--- src/design/mbd_pkg.sv ---
// ============================================================================
// mbd_pkg : mipmap box downsample shared definitions
// Widths, defaults, register indexes and control bundles for the block.
// ============================================================================
package mbd_pkg;

    localparam int MAX_WIDTH_DEF   = 4096;
    localparam int SAMPLE_BITS_DEF = 16;
    localparam int NUM_LANES       = 4;
    localparam int FIELD_W         = 16;
    localparam int CFG_DATA_W      = 16;
    localparam int CFG_INDEX_W     = 2;
    localparam int SRC_WIDTH_W     = 13;
    localparam int SRC_HEIGHT_W    = 16;
    localparam int CHAN_CNT_W      = 3;

    typedef enum logic [CFG_INDEX_W-1:0] {
        CFG_SRC_WIDTH     = 2'd0,
        CFG_SRC_HEIGHT    = 2'd1,
        CFG_CHANNEL_COUNT = 2'd2
    } t_cfg_idx;

    typedef struct packed {
        logic w2;
        logic h2;
    } t_lane_mode;

    typedef struct packed {
        logic eor;
        logic last;
    } t_flags;

    typedef struct packed {
        logic [NUM_LANES-1:0] chan_en;
        t_lane_mode           mode;
        logic                 done;
        t_flags               flags;
    } t_ctl;

endpackage

--- src/design/mbd_lane.sv ---
// ============================================================================
// mbd_lane : per-channel 2x2 box average
// Sums the samples of one channel that the block shape needs and shifts
// the sum right by log2 of their count.
// ============================================================================
module mbd_lane #(
    parameter int SAMPLE_BITS = mbd_pkg::SAMPLE_BITS_DEF
) (
    input  logic                   i_chan_en,
    input  mbd_pkg::t_lane_mode    i_mode,
    input  logic [SAMPLE_BITS-1:0] i_cur,
    input  logic [SAMPLE_BITS-1:0] i_prev,
    input  logic [SAMPLE_BITS-1:0] i_above,
    input  logic [SAMPLE_BITS-1:0] i_above_last,
    output logic [SAMPLE_BITS-1:0] o_avg
);

    localparam int SUM_W = SAMPLE_BITS + 2;

    logic [SUM_W-1:0] sum;
    logic [SUM_W-1:0] shifted;
    logic [1:0]       sh;

    always_comb begin
        sum = SUM_W'(i_cur);
        if (i_mode.w2) begin
            sum = sum + SUM_W'(i_prev);
        end
        if (i_mode.h2) begin
            sum = sum + SUM_W'(i_above);
            if (i_mode.w2) begin
                sum = sum + SUM_W'(i_above_last);
            end
        end
        sh      = 2'(i_mode.w2) + 2'(i_mode.h2);
        shifted = sum >> sh;
        o_avg   = i_chan_en ? shifted[SAMPLE_BITS-1:0] : '0;
    end

endmodule

--- config.mk ---
export PLATFORM = sky130hd
export DESIGN_NAME = mbd_lane
export DESIGN_NICKNAME = d
export VERILOG_FILES = /design/src/design/mbd_pkg.sv /design/src/design/mbd_lane.sv
export SDC_FILE = /design/constraint.sdc
export NUM_CORES = 1
export LEC_CHECK = 0
export BUFFER_PORTS_ARGS = -buffer_cell sky130_fd_sc_hd__buf_4
export CAP_MARGIN = 25
export CORE_UTILIZATION = 35
export DETAILED_ROUTE_END_ITERATION = 10
export PLACE_DENSITY_LB_ADDON = 0.3
export SLEW_MARGIN = 20
export SYNTH_ARGS = -nofsm -noshare
export SYNTH_HDL_FRONTEND = slang
export SYNTH_SLANG_ARGS = --single-unit
--- constraint.sdc ---
create_clock -name vclk -period 16
set_input_delay 0.8 -clock vclk [all_inputs]
set_output_delay 0.8 -clock vclk [all_outputs]
set_load 0.05 [all_outputs]
# --- After elaboration in Yosys (flattened, before gate mapping) ---
# Cells that the tools add are included.
word_totals:
  word_cells: 9
  regBits: 0
classes:
  n_addsub: 4
  shifts: 1
  n_mux: 4
ops:
  columns: ["operator", "count"]
  rows:
  - ["$add A18 B16 Y18", 2]
  - ["$mux W18", 2]
  - ["$shr A18 B2 Y16", 1]
  - ["$add A16 B16 Y17", 1]
  - ["$mux W17", 1]
  - ["$mux W16", 1]
  - ["$add A1 B1 Y2", 1]

# --- Logic depth before layout (Yosys ltp) ---
logic_depth:
  ltp_word: 8
  ltp_mapped: 24
  depth_no_buf: 24

# --- Worst setup path after synthesis ---
# Ideal clock, no wire load.
synth_path:
  path_kind: "input port to output port"
  startpoint: "input i_cur[0]"
  endpoint: "output o_avg[11]"
  path_slack_ps: 8758
  stages: 24
  arrival_ps: 6442
  required_time_ps: 15200
  path_cell_list: "ha_1 inv_1 fa_1 nor2b_1 o31a_2 o21a_1 or3_1 a31o_2 ha_1 o21ai_1 nor3b_1 a21boi_1 o21ai_0 xor2_1 ha_1 a21oi_1 o21ai_0 and3_1 a21oi_1 nand3_1 xnor2_1 a2111oi_0 a21oi_1 a211oi_1"
synth_between:
  elab_chain_len: 8
synth_rtl:
  columns: ["element", "line_no", "source"]
  rows:
  - ["start: declaration", "mbd_lane.sv:11", "input logic [SAMPLE_BITS-1:0] i_cur,"]
  - ["$add A16 B16 Y17", "mbd_lane.sv:27", "sum = sum + SUM_W'(i_prev);"]
  - ["$mux W17 *", "mbd_lane.sv:26", "if (i_mode.w2) begin"]
  - ["$add A18 B16 Y18", "mbd_lane.sv:30", "sum = sum + SUM_W'(i_above);"]
  - ["$add A18 B16 Y18", "mbd_lane.sv:32", "sum = sum + SUM_W'(i_above_last);"]
  - ["$mux W18", "mbd_lane.sv:31", "if (i_mode.w2) begin"]
  - ["$mux W18 *", "mbd_lane.sv:29", "if (i_mode.h2) begin"]
  - ["$shr A18 B2 Y16 *", "mbd_lane.sv:36", "shifted = sum >> sh;"]
  - ["$mux W16 *", "mbd_lane.sv:37", "o_avg = i_chan_en ? shifted[SAMPLE_BITS-1:0] : '0;"]
  - ["end: declaration", "mbd_lane.sv:15", "output logic [SAMPLE_BITS-1:0] o_avg"]
# Mark *: on every way between the ends. The rest lies on a longest branch, timed or not.

# --- Worst setup path in the final report ---
# Ends and elaborated chain as after synthesis.

==> flow_summary.toml <==
[routing]
routed_via_density = 5.91
drc = 0
final_antenna_net_count = 0
totalWireLength_um = 11000
drt_pass1_iterations = 5
vias = 4045
wl_per_cell_um = 16.1
drtIter0Drc = 247

[timing]
slew_viol_final = 0
setup_viol = 0
tns_ns = 0
hold_viol = 0
max_freq_mhz = 133
grt_setup_unrepaired = "false"
finalWorstSetupSlack_ns = 8.50
relSlewSlack = 0.561
tightest_slew_ns = 0.651
period_share = 0.469
min_period_ns = 7.50
holdWs_ns = 2.06

[critical_path]
max_stage_delay_ns = 0.60
path_depth = 26
critPathKind = "input pin to output port"
arrival_ns = 6.70
critPathMaxFanout = 6
crit_family = "compound AO/OA/AOI/OAI gates"
crit_path_start_kind = "input pin"
path_buf_inv = 3
crit_slowest_cell = "a2111oi_0"
worst_setup_path_end_kind = "output port"
required_ns = 15.20

[grt]
grt_max_degree = 50
grt_pass1_vias = 3624
grt.overflow.total = 0
gr-usage-all-layers = 0.204
grt_pass1_wl_um = 17000
antenna_found_initial = 0

[status]
outcome = "finished, final reports clean"

[finish]
syn_to_final_growth_pct = 20.0
diodes = 0
fill_cells = 1002
n_clock_buffer = 0
ff_latch_area_um2 = 0
nets = 676
drive_above_1_share = 0.214
seq_cell_count = 0

[clock_network]
hold_buffers = 0
cts_setup_buffers = 0
ctsResizeCount = 0

[placed_design]
gp_congestion = 0.908
portBuffers = 83
dpl_worst_slack_ns = 8.66
hpwl_um = 9290

[min_path]
hold_depth = 3
holdPathEnd = "o_avg[9]"
hp-class = "input pin to output port"
holdCritStartpoint = "i_chan_en"

[synth]
yosysMostFrequentCell = "ha_1"
synth_top_area_cell = "ha_1"
synth_cell_types = 78
netlist_top_cells_area = "ha_1 (19%), a21oi_1 (6.4%), xnor2_1 (5.7%)"
syn_area_per_cell_um2 = 7.25
synth-seq-area-share = 0
ys_warn_count = 0
synthCells = 484
synth_nets = 606
synth.top_cells.by_count = "ha_1 (52), a21oi_1 (45), nand2_1 (40)"
netlist_area_um2 = 3510
synth.top_cell.area_share = 0.185

[die]
pin_count = 83
die_x_um = 102
dieHeight_um = 102
start_util = 0.361
core_um2 = 9730
rows = 36
dieArea_um2 = 10400

[power]
p_leak_nw = 1.90
irDropWorstVdd_uv = 34.8
cellPowerDensity_nw_per_um2 = 89.0
finalPower_mw = 0.375

[job]
timing.max_cap.violations = 0
## where the power goes
part / internal (mW) / switching, mW
logic: 0.154 / 0.221
registers: 0 / 0
clock network: 0 / 0
## area by class of cell
type	instances	area, um2	share of cell area
inverters	27	101	0.0241
multi-input cells	442	3320	0.788
well taps	133	166	0.0395
repair buffers	83	623	0.148
## tightest hold or removal path, stage by stage
cell	delay [ns]
buf_4	0.14
o211a_1	0.13
buf_4	0.19
## worst max path at each step
stage                            to  slack, ns      from
after floorplan           o_avg[11]       8.76  i_cur[0]
after CTS                 o_avg[11]       8.64  i_cur[0]
after global placement    o_avg[11]       8.70  i_cur[0]
after detailed placement  o_avg[11]       8.66  i_cur[0]
final                     o_avg[11]       8.50  i_cur[0]
after global routing      o_avg[11]       8.06  i_cur[0]
## through the flow
step / instances / utilization / cell area [um2]
2_1_floorplan: 484 / - / 3510
3_3_place_gp: 685 / 0.433 / 4210
3_5_place_dp: 685 / 0.433 / 4210
4_1_cts: 685 / 0.433 / 4210
5_1_grt: 685 / 0.433 / 4210
6_report: 685 / 0.433 / 4210
## metal layers
| metal | routed length (um) | up-vias | global-route usage | share of wire |
|---|---|---|---|---|
| met1 | 5170 | 1885 | 0.293 | 0.47 |
| met5 | 0 | - | 0 | 0 |
| met4 | 63 | 0 | 0.00769 | 0.0057 |
| met2 | 5050 | 154 | 0.355 | 0.46 |
| li1 | - | 1996 | - | - |
| met3 | 724 | 10 | 0.00684 | 0.066 |
## cells by family after synthesis
family,share of synthesized area
mux,0.0620
simple gates,0.210
buf+inv,0.0542
xor+xnor,0.0873
compound gates,0.384
fa+ha+maj,0.202
## cells in the final DEF (no fill, tap or decap), types with 4 or more instances in the layout
master / synthesis / routed
xnor2_1: 23 / 23
nand2_1: 40 / 40
o2111ai_1: 4 / 4
a211oi_1: 20 / 20
o21ai_0: 21 / 21
nor4_1: 6 / 6
and3_1: 5 / 5
o21a_1: 7 / 7
nor2_1: 39 / 39
mux2i_1: 6 / 6
ha_1: 52 / 52
xor2_1: 12 / 12
a21o_1: 15 / 15
inv_1: 24 / 24
nand3_1: 12 / 12
buf_4: 0 / 83
nand4_1: 4 / 4
or3_1: 4 / 4
a21oi_1: 45 / 45
o211ai_1: 10 / 10
nor3_1: 9 / 9
mux2_2: 8 / 8
nor2b_1: 11 / 11
and2_1: 4 / 4
a31oi_1: 8 / 8
Power figures use the tool's default switching activity.
