`src/design/mbd_pkg.sv`:
```
// ============================================================================
// mbd_pkg : mipmap box downsample shared definitions
// Widths, defaults, register indexes and control bundles for the block.
// ============================================================================
package mbd_pkg;

    localparam int MAX_WIDTH_DEF   = 4096;
    localparam int SAMPLE_BITS_DEF = 16;
    localparam int NUM_LANES       = 4;
    localparam int FIELD_W         = 16;
    localparam int CFG_DATA_W      = 16;
    localparam int CFG_INDEX_W     = 2;
    localparam int SRC_WIDTH_W     = 13;
    localparam int SRC_HEIGHT_W    = 16;
    localparam int CHAN_CNT_W      = 3;

    typedef enum logic [CFG_INDEX_W-1:0] {
        CFG_SRC_WIDTH     = 2'd0,
        CFG_SRC_HEIGHT    = 2'd1,
        CFG_CHANNEL_COUNT = 2'd2
    } t_cfg_idx;

    typedef struct packed {
        logic w2;
        logic h2;
    } t_lane_mode;

    typedef struct packed {
        logic eor;
        logic last;
    } t_flags;

    typedef struct packed {
        logic [NUM_LANES-1:0] chan_en;
        t_lane_mode           mode;
        logic                 done;
        t_flags               flags;
    } t_ctl;

endpackage

```
`src/design/mbd_merge.sv`:
```
// ============================================================================
// mbd_merge : result assembly and output register
// Combines the lane averages with the row and image flags into one result
// item and holds it until the downstream side takes it.
// ============================================================================
module mbd_merge #(
    parameter int SAMPLE_BITS = mbd_pkg::SAMPLE_BITS_DEF
) (
    input  logic                                          i_clk,
    input  logic                                          i_rst_n,
    input  logic                                          i_push,
    input  logic [mbd_pkg::NUM_LANES-1:0][SAMPLE_BITS-1:0] i_avg,
    input  mbd_pkg::t_flags                               i_flags,
    input  logic                                          i_stall,
    output logic                                          o_free,
    output logic                                          o_valid,
    output logic [mbd_pkg::FIELD_W-1:0]                   o_ch0,
    output logic [mbd_pkg::FIELD_W-1:0]                   o_ch1,
    output logic [mbd_pkg::FIELD_W-1:0]                   o_ch2,
    output logic [mbd_pkg::FIELD_W-1:0]                   o_ch3,
    output logic                                          o_end_of_row,
    output logic                                          o_last_of_image
);

    logic                                          r_valid;
    logic [mbd_pkg::NUM_LANES-1:0][SAMPLE_BITS-1:0] r_avg;
    mbd_pkg::t_flags                               r_flags;

    assign o_free = !r_valid || !i_stall;

    always_ff @(posedge i_clk) begin
        if (!i_rst_n) begin
            r_valid <= 1'b0;
        end else if (o_free) begin
            r_valid <= i_push;
        end
    end

    always_ff @(posedge i_clk) begin
        if (o_free && i_push) begin
            r_avg   <= i_avg;
            r_flags <= i_flags;
        end
    end

    assign o_valid         = r_valid;
    assign o_ch0           = mbd_pkg::FIELD_W'(r_avg[0]);
    assign o_ch1           = mbd_pkg::FIELD_W'(r_avg[1]);
    assign o_ch2           = mbd_pkg::FIELD_W'(r_avg[2]);
    assign o_ch3           = mbd_pkg::FIELD_W'(r_avg[3]);
    assign o_end_of_row    = r_flags.eor;
    assign o_last_of_image = r_flags.last;

endmodule

```
`config.mk`:
```
export PLATFORM = sky130hd
export DESIGN_NAME = mbd_merge
export DESIGN_NICKNAME = d
export VERILOG_FILES = /design/src/design/mbd_pkg.sv /design/src/design/mbd_merge.sv
export SDC_FILE = /design/constraint.sdc
export NUM_CORES = 1
export LEC_CHECK = 0
export CAP_MARGIN = 20
export CORE_MARGIN = 5
export CORE_UTILIZATION = 60
export DETAILED_ROUTE_END_ITERATION = 12
export DONT_BUFFER_PORTS = 1
export MAX_ROUTING_LAYER = met4
export PLACE_DENSITY = 0.76
export SLEW_MARGIN = 5
export SYNTH_ARGS = -nofsm -noshare
export SYNTH_HDL_FRONTEND = slang
export SYNTH_SLANG_ARGS = --single-unit
```
`constraint.sdc`:
```
create_clock -name i_clk -period 4.9 [get_ports i_clk]
set_input_delay 0.49 -clock i_clk [delete_from_list [all_inputs] [get_ports i_clk]]
set_output_delay 0.49 -clock i_clk [all_outputs]
set_load 0.01 [all_outputs]
```
Yosys cells after proc, flatten, opt, wreduce, memory -nomap -nowiden

Index checks and enable logic that the tools add are counted.

Logic and storage cells: 11
Flip-flop bits (word level): 67
Output and inout port bits: 68
Input bits: 70

Reductions and logical operators: 4

Operator list:

| operator          | count |
|---|---|
| logical NOT 1 bit | 2 |
| logical AND 1 bit | 1 |
| logical OR 1 bit  | 1 |

Longest topological paths before layout

Gate-level depths: netlist of the first run.

Depth in word-level cells: 3
Depth in mapped cells: 2
Mapped depth without buffers: 2

Least setup slack after synthesis of the first run

OpenSTA, ideal clock, no wires.

Path kind: input to register
From: input port i_stall
To: register r_avg, in the netlist o_ch0[0], enable pin
Arrival: 2.190 ns
Slack: 2.278 ns
Path buffers: 0
Required time: 4.469 ns
Setup time: 0.431 ns
Stages on the path: 2
Path through: nand2_1 -> and2_1

Cells in the longest elaborated chain, start to end: 3

RTL lines:

| what                   | RTL line        | source |
|---|---|---|
| start: declaration     | mbd_merge.sv:14 | `input logic i_stall,` |
| logical NOT 1 bit      | mbd_merge.sv:29 | `assign o_free = !r_valid \|\| !i_stall;` |
| logical OR 1 bit       | mbd_merge.sv:29 |  |
| logical AND 1 bit      | mbd_merge.sv:40 | `if (o_free && i_push) begin` |
| end signal: assignment | mbd_merge.sv:41 | `r_avg <= i_avg;` |
| end: declaration       | mbd_merge.sv:26 | `logic [mbd_pkg::NUM_LANES-1:0][SAMPLE_BITS-1:0] r_avg;` |

Every way passes these cells.
A chain may end at the register's enable or synchronous reset.

Worst setup path in the final report of the first run

From: register r_valid, in the netlist o_valid
To: register r_avg, in the netlist o_ch3[1], enable pin

Cells in the longest elaborated chain, start to end: 3

RTL lines:

| what                     | RTL line        | source |
|---|---|---|
| start: declaration       | mbd_merge.sv:25 | `logic r_valid;` |
| start signal: assignment | mbd_merge.sv:35 | `r_valid <= i_push;` |
| logical NOT 1 bit        | mbd_merge.sv:29 |  |
| logical OR 1 bit         | mbd_merge.sv:29 |  |
| net o_free               | mbd_merge.sv:15 | `output logic o_free,` |
| logical AND 1 bit        | mbd_merge.sv:40 |  |

The timed path passes the listed nets, and every way through them passes these cells.

==> results.sh, run 1 <==
export IMPL_status="completed"
export IMPL_finalCriticalPeriod_ps=1641
export IMPL_die_w_um=68.07
export IMPL_first_global_vias=760
export IMPL_layout_nets=153
export IMPL_initial_core_util_pct=61.11
export IMPL_path_max_fanout=66
export IMPL_skew_ps=4.579
export IMPL_antenna_found_initial=0
export IMPL_syn_area_mm2=0.002023
export IMPL_insertion_delay_ps=360
export IMPL_worstPathRequired_ps=4900
export IMPL_finalSetupViolCount=0
export IMPL_drt_iter0_markers=65
export IMPL_relSlewSlack_pct=50.41
export IMPL_crit_type="register to register"
export IMPL_post_cts_resized=0
export IMPL_drc=0
export IMPL_cts_tree="done"
export IMPL_coreArea_mm2=0.003311
export IMPL_io_pin_count=138
export IMPL_mostFrequentLayoutCell="edfxtp_1"
export IMPL_final_core_util_pct=66.02
export IMPL_grt_pass1_wl_mm=4.133
export IMPL_power_per_cell_area_mw_per_mm2=444.6
export IMPL_ys_types=6
export IMPL_antenna_left=0
export IMPL_cap_violations=0
export IMPL_period_share_pct=33.49
export IMPL_seq_area_frac_synth_pct=98.95
export IMPL_dp_cells=118
export IMPL_post_cts_setup_buffers=0
export IMPL_grt_overflow=0
export IMPL_track_usage_pct=14.73
export IMPL_routed_via_density=5.507
export IMPL_setup_tns_final_ps=0
export IMPL_yosys_warnings=0
export IMPL_ir_drop_uv=264.7
export IMPL_grt_max_degree=67
export IMPL_ys_top_cells_by_area="edfxtp_1, dfxtp_1, and2_1"
export IMPL_routed_wl_mm=3.253
export IMPL_rows=21
export IMPL_holdBufCountCts=0
export IMPL_p_leak_uw=0.0007159
export IMPL_port_buffers=0
export IMPL_clk_pin_slew_worst_paths_ps=90
export IMPL_diodes=0
export IMPL_hold_viol_final=0
export IMPL_h_tree_depth=3
export IMPL_numClockSinks=67
export IMPL_fp_dieH_um=68.07
export IMPL_ys_ff_latch=67
export IMPL_min_path_type="input port to register"
export IMPL_fmax_mhz=609.3
export IMPL_die_area_mm2=0.004634
export IMPL_syn_nets=141
export IMPL_wl_per_cell_um=24.28
export IMPL_whs_ps=214.0
export IMPL_dp_hpwl_mm=2.429
export IMPL_yosysTopAreaCellShare_pct=97.96
export IMPL_cts_root_buf="clkbuf_4"
export IMPL_cp_end_kind="register"
export IMPL_startpoint_type="register"
export IMPL_drtPass1Iterations=4
export IMPL_place_gp_congestion=0.6908
export IMPL_crit_arrival_ps=1640
export IMPL_fin_cells=134
export IMPL_final_max_slew_viol_count=0
export IMPL_syn2layout_area_growth_pct=8.040
export IMPL_nFillCells=218
export IMPL_layout_common_cells="edfxtp_1, clkbuf_4, clkbuf_1"
export IMPL_vias=738
export IMPL_rsz0062_at_grt="false"
export IMPL_cts_buffers=9
export IMPL_syn_inst=71
export IMPL_layout_drive_gt1_share_pct=14.77
export IMPL_postSynthAreaPerCell_um2=28.50
export IMPL_cts_path_max_buffers=2
export IMPL_worstMarginPinSlew_ps=743.9
export IMPL_synth_area_leader_cell="edfxtp_1"
[state kept, by name, summed over array words and instances, names as in the netlist]
name / count
o_ch1: 16
o_ch0: 16
o_ch2: 16
o_last_of_image: 1
o_end_of_row: 1
o_ch3: 16
o_valid: 1
[per-layer routing]
layer | up-vias | share of wire, % | global-route usage, % | wire length, um
li1 | 311 | - | - | -
met2 | 91 | 51 | 21.18 | 1661
met5 | - | 0 | - | 0
met1 | 334 | 33 | 13.97 | 1081
met4 | 0 | 0.68 | 11.17 | 22
met3 | 2 | 15 | 9.360 | 488
[synth_stat cells]
cell type  count
a21oi_1        1
and2_1         1
edfxtp_1      66
dfxtp_1        1
nand2_1        1
nor2b_1        1
[power breakdown]
group          leakage (uW)  switching [uW]  total, uW  internal [uW]
sequential         0.000647            29.7        701            672
clock             0.0000559             156        256            100
combinational     0.0000132            12.6       14.1           1.51
total              0.000716             198        972            774
[final cells by class]
class | instances | area, um^2 | share of cell area [%]
clock buffer | 12 | 78.83 | 3.606
clock inverter | 4 | 17.52 | 0.8014
multi-input combinational | 4 | 22.52 | 1.030
sequential | 67 | 2002 | 91.59
tap | 46 | 57.56 | 2.633
timing repair buffer | 1 | 7.507 | 0.3434
[worst max-delay path: stages, from the launching register on]
cell and delay, ps:
dfxtp_1 370, nand2_1 140, and2_2 150, buf_4 590
[logic make-up after synthesis]
kind of cell	Yosys count	share of synthesized area, %
compound gates	1	0.2471
flops	67	98.95
simple gates	3	0.8042
[path summary, 6_finish.rpt]
path | slack, ps | to | depth (start not counted) | start
worst max-delay path | 3260 | o_ch3[1]$_DFFE_PP_ | 3 | o_valid$_SDFFE_PN0P_
worst min-delay path | 210 | o_ch2[14]$_DFFE_PP_ | 0 | i_avg[46]
worst max register to register | 3260 | o_ch3[1]$_DFFE_PP_ | 3 | o_valid$_SDFFE_PN0P_
worst min register to register | 590 | o_valid$_SDFFE_PN0P_ | 2 | o_valid$_SDFFE_PN0P_
[through the flow]
step / instance area (um^2) / power (uW) / setup slack, ps
floorplan: 2023 / 721.4 / 2278
global placement: 2090 / 728.8 / 3162
detailed placement: 2090 / 729.4 / 3147
CTS: 2186 / 987.7 / 3242
global route: 2186 / 1017 / 3166
finish: 2186 / 971.7 / 3259
Note: power is estimated with default switching activity, not from simulation.
==> inputs of run 2 (changes only) <==
Settings changed: ABC_AREA set to 1.
Clock period 4.9 ns to 1.6 ns, I/O delays scaled along.
==> results.sh, run 2 <==
export IMPL_status="completed"
export IMPL_r2r_end="o_valid$_SDFFE_PN0P_"
export IMPL_place_gp_congestion=0.6764
export IMPL_antenna_left=0
export IMPL_timing_rr_start="o_valid$_SDFFE_PN0P_"
export IMPL_r2r_cells=3
export IMPL_dp_hpwl_mm=2.618
export IMPL_rows=21
export IMPL_synthSimpleGateAreaFrac_pct=0.3083
export IMPL_period_share_pct=79.27
export IMPL_min_to="o_ch1[7]$_DFFE_PP_"
export IMPL_cts_path_max_buffers=2
export IMPL_h_tree_depth=3
export IMPL_startpoint_type="register"
export IMPL_clk_pin_slew_worst_paths_ps=110
export IMPL_syn_inst=72
export IMPL_cap_violations=0
export IMPL_synth_xor_area_share_pct=0
export IMPL_skew_ps=14.15
export IMPL_die_w_um=68.16
export IMPL_yosysMostFrequentCell="edfxtp_1"
export IMPL_hold_viol_final=0
export IMPL_worstPathRequired_ps=1930
export IMPL_synth_common_cells="edfxtp_1, inv_1"
export IMPL_numClockSinks=67
export IMPL_seq_area_frac_synth_pct=98.64
export IMPL_hp_start="i_stall"
export IMPL_io_pin_count=138
export IMPL_rsz0062_at_grt="false"
export IMPL_crit_type="register to register"
export IMPL_layout_drive_gt1_share_pct=12.66
export IMPL_synth_main_ff_cell="edfxtp_1"
export IMPL_ir_drop_uv=787.7
export IMPL_nFillCells=127
export IMPL_grt_pass1_wl_mm=7.086
export IMPL_placed_area_mm2=0.002140
export IMPL_path_max_fanout=3
export IMPL_ys_types=6
export IMPL_first_global_vias=1171
export IMPL_grt_max_degree=38
export IMPL_initial_core_util_pct=61.30
export IMPL_die_area_mm2=0.004646
export IMPL_port_buffers=0
export IMPL_p_leak_uw=0.001038
export IMPL_syn2layout_area_growth_pct=45.25
export IMPL_antenna_found_initial=0
export IMPL_cts_root_buf="clkbuf_4"
export IMPL_cp_end_kind="register"
export IMPL_track_usage_pct=24.99
export IMPL_yosysTopAreaCellShare_pct=97.66
export IMPL_post_cts_resized=0
export IMPL_routed_via_density=5.240
export IMPL_synth_area_leader_cell="edfxtp_1"
export IMPL_diodes=0
export IMPL_synth_edf_count=66
export IMPL_vias=1069
export IMPL_reg2reg_slack_ps=330
export IMPL_drc=0
export IMPL_coreArea_mm2=0.003311
export IMPL_yosys_warnings=0
export IMPL_worstMarginPinSlew_ps=211.4
export IMPL_fmax_mhz=788.4
export IMPL_layout_nets=223
export IMPL_finalSetupViolCount=0
export IMPL_finalCriticalPeriod_ps=1268
export IMPL_mostFrequentLayoutCell="dlygate4sd3_1"
export IMPL_synth_compound_area_share_pct=0.6782
export IMPL_layout_common_cells="dlygate4sd3_1, edfxtp_1, clkbuf_4"
export IMPL_ys_top_cells_by_area="edfxtp_1, dfxtp_1, a21oi_2"
export IMPL_grt_overflow=0
export IMPL_syn_nets=142
export IMPL_cts_tree="done"
export IMPL_final_max_slew_viol_count=0
export IMPL_power_per_cell_area_mw_per_mm2=1159
export IMPL_ys_ff_latch=67
export IMPL_relSlewSlack_pct=85.87
export IMPL_min_path_type="input port to register"
export IMPL_fp_dieH_um=68.16
export IMPL_drtPass1Iterations=6
export IMPL_design_area_mm2=0.002948
export IMPL_wl_per_cell_um=26.33
export IMPL_async_flop_share_pct=0
export IMPL_cts_buffers=9
export IMPL_dp_cells=120
export IMPL_routed_wl_mm=5.371
export IMPL_crit_arrival_ps=1600
export IMPL_yosys_area_share_adder_pct=0
export IMPL_fin_cells=204
export IMPL_drt_iter0_markers=101
export IMPL_insertion_delay_ps=400
export IMPL_post_cts_setup_buffers=0
export IMPL_postSynthAreaPerCell_um2=28.19
export IMPL_synthMuxAreaShare_pct=0
export IMPL_syn_area_mm2=0.002029
export IMPL_synth_top_family_by_area="compound AO/OA/AOI/OAI gates"
export IMPL_min_path_cells=2
run 2: cell count changes after synthesis:
cell and change:
a21oi_2 +1, and2_1 -1, inv_1 +2, nand2_1 -1, nand2_2 +1, nor2b_1 -1
run 2: critical path, stage by stage (launching register included):
cell and delay (ps):
dfxtp_2 430, nand2_2 120, a21oi_2 120, dlygate4sd3_1 540
run 2: through the flow:
step | setup WS, ps | power [uW] | setup TNS [ps] | utilization [%] | hold slack, ps
after floorplan | -290.3 | 2211 | -19160 | - | 258.9
after global placement | 480.4 | 2248 | 0 | 64.63 | 258.9
after detailed placement | 468.0 | 2252 | 0 | 64.63 | 258.9
after CTS | 356.2 | 3362 | 0 | 89.04 | 153.6
after global routing | 268.4 | 3549 | 0 | 89.04 | 146.6
final | 331.7 | 3415 | 0 | 89.04 | 166.9
run 2: cell families (layout without fill, tap and decap cells):
group,after synthesis,count (layout)
flops,67,67
compound gates,2,2
buf+inv,2,88
simple gates,1,1
run 2: worst max path at each step:
stage | from | endpoint | slack (ps)
final | o_valid$_SDFFE_PN0P_ | o_valid$_SDFFE_PN0P_ | 330
after global routing | o_valid$_SDFFE_PN0P_ | o_valid$_SDFFE_PN0P_ | 270
after CTS | o_valid$_SDFFE_PN0P_ | o_valid$_SDFFE_PN0P_ | 360
after detailed placement | o_valid$_SDFFE_PN0P_ | o_ch3[8]$_DFFE_PP_ | 470
after global placement | o_valid$_SDFFE_PN0P_ | o_ch1[9]$_DFFE_PP_ | 480
after floorplan | o_valid$_SDFFE_PN0P_ | o_ch0[0]$_DFFE_PP_ | -290
run 2: where the power goes:
group / total (uW) / switching, uW / internal [uW]
clock: 1060 / 592 / 464
combinational: 204 / 76.7 / 127
sequential: 2150 / 100 / 2050
total: 3420 / 769 / 2650
run 2: timing repair:
item / CTS / global route
endpoints found under the setup margin: 0 / 0
hold buffers: 68 / 0
endpoints found under the hold margin: 67 / 0
run 2: cell type report:
class | count | area, um^2 | area share [%]
sequential | 67 | 2003 | 67.95
timing repair buffer | 70 | 720.7 | 24.45
clock buffer | 10 | 71.32 | 2.419
tap | 46 | 57.56 | 1.952
clock inverter | 6 | 56.30 | 1.910
multi-input combinational | 3 | 31.28 | 1.061
inverter | 2 | 7.507 | 0.2547
run 2: layer usage:
layer | GRT usage [%] | up-vias | routed length, um
met5 | - | - | 0
met4 | 15.63 | 0 | 132
met3 | 12.48 | 15 | 711
met2 | 39.71 | 113 | 2748
met1 | 24.00 | 488 | 1779
li1 | - | 453 | -
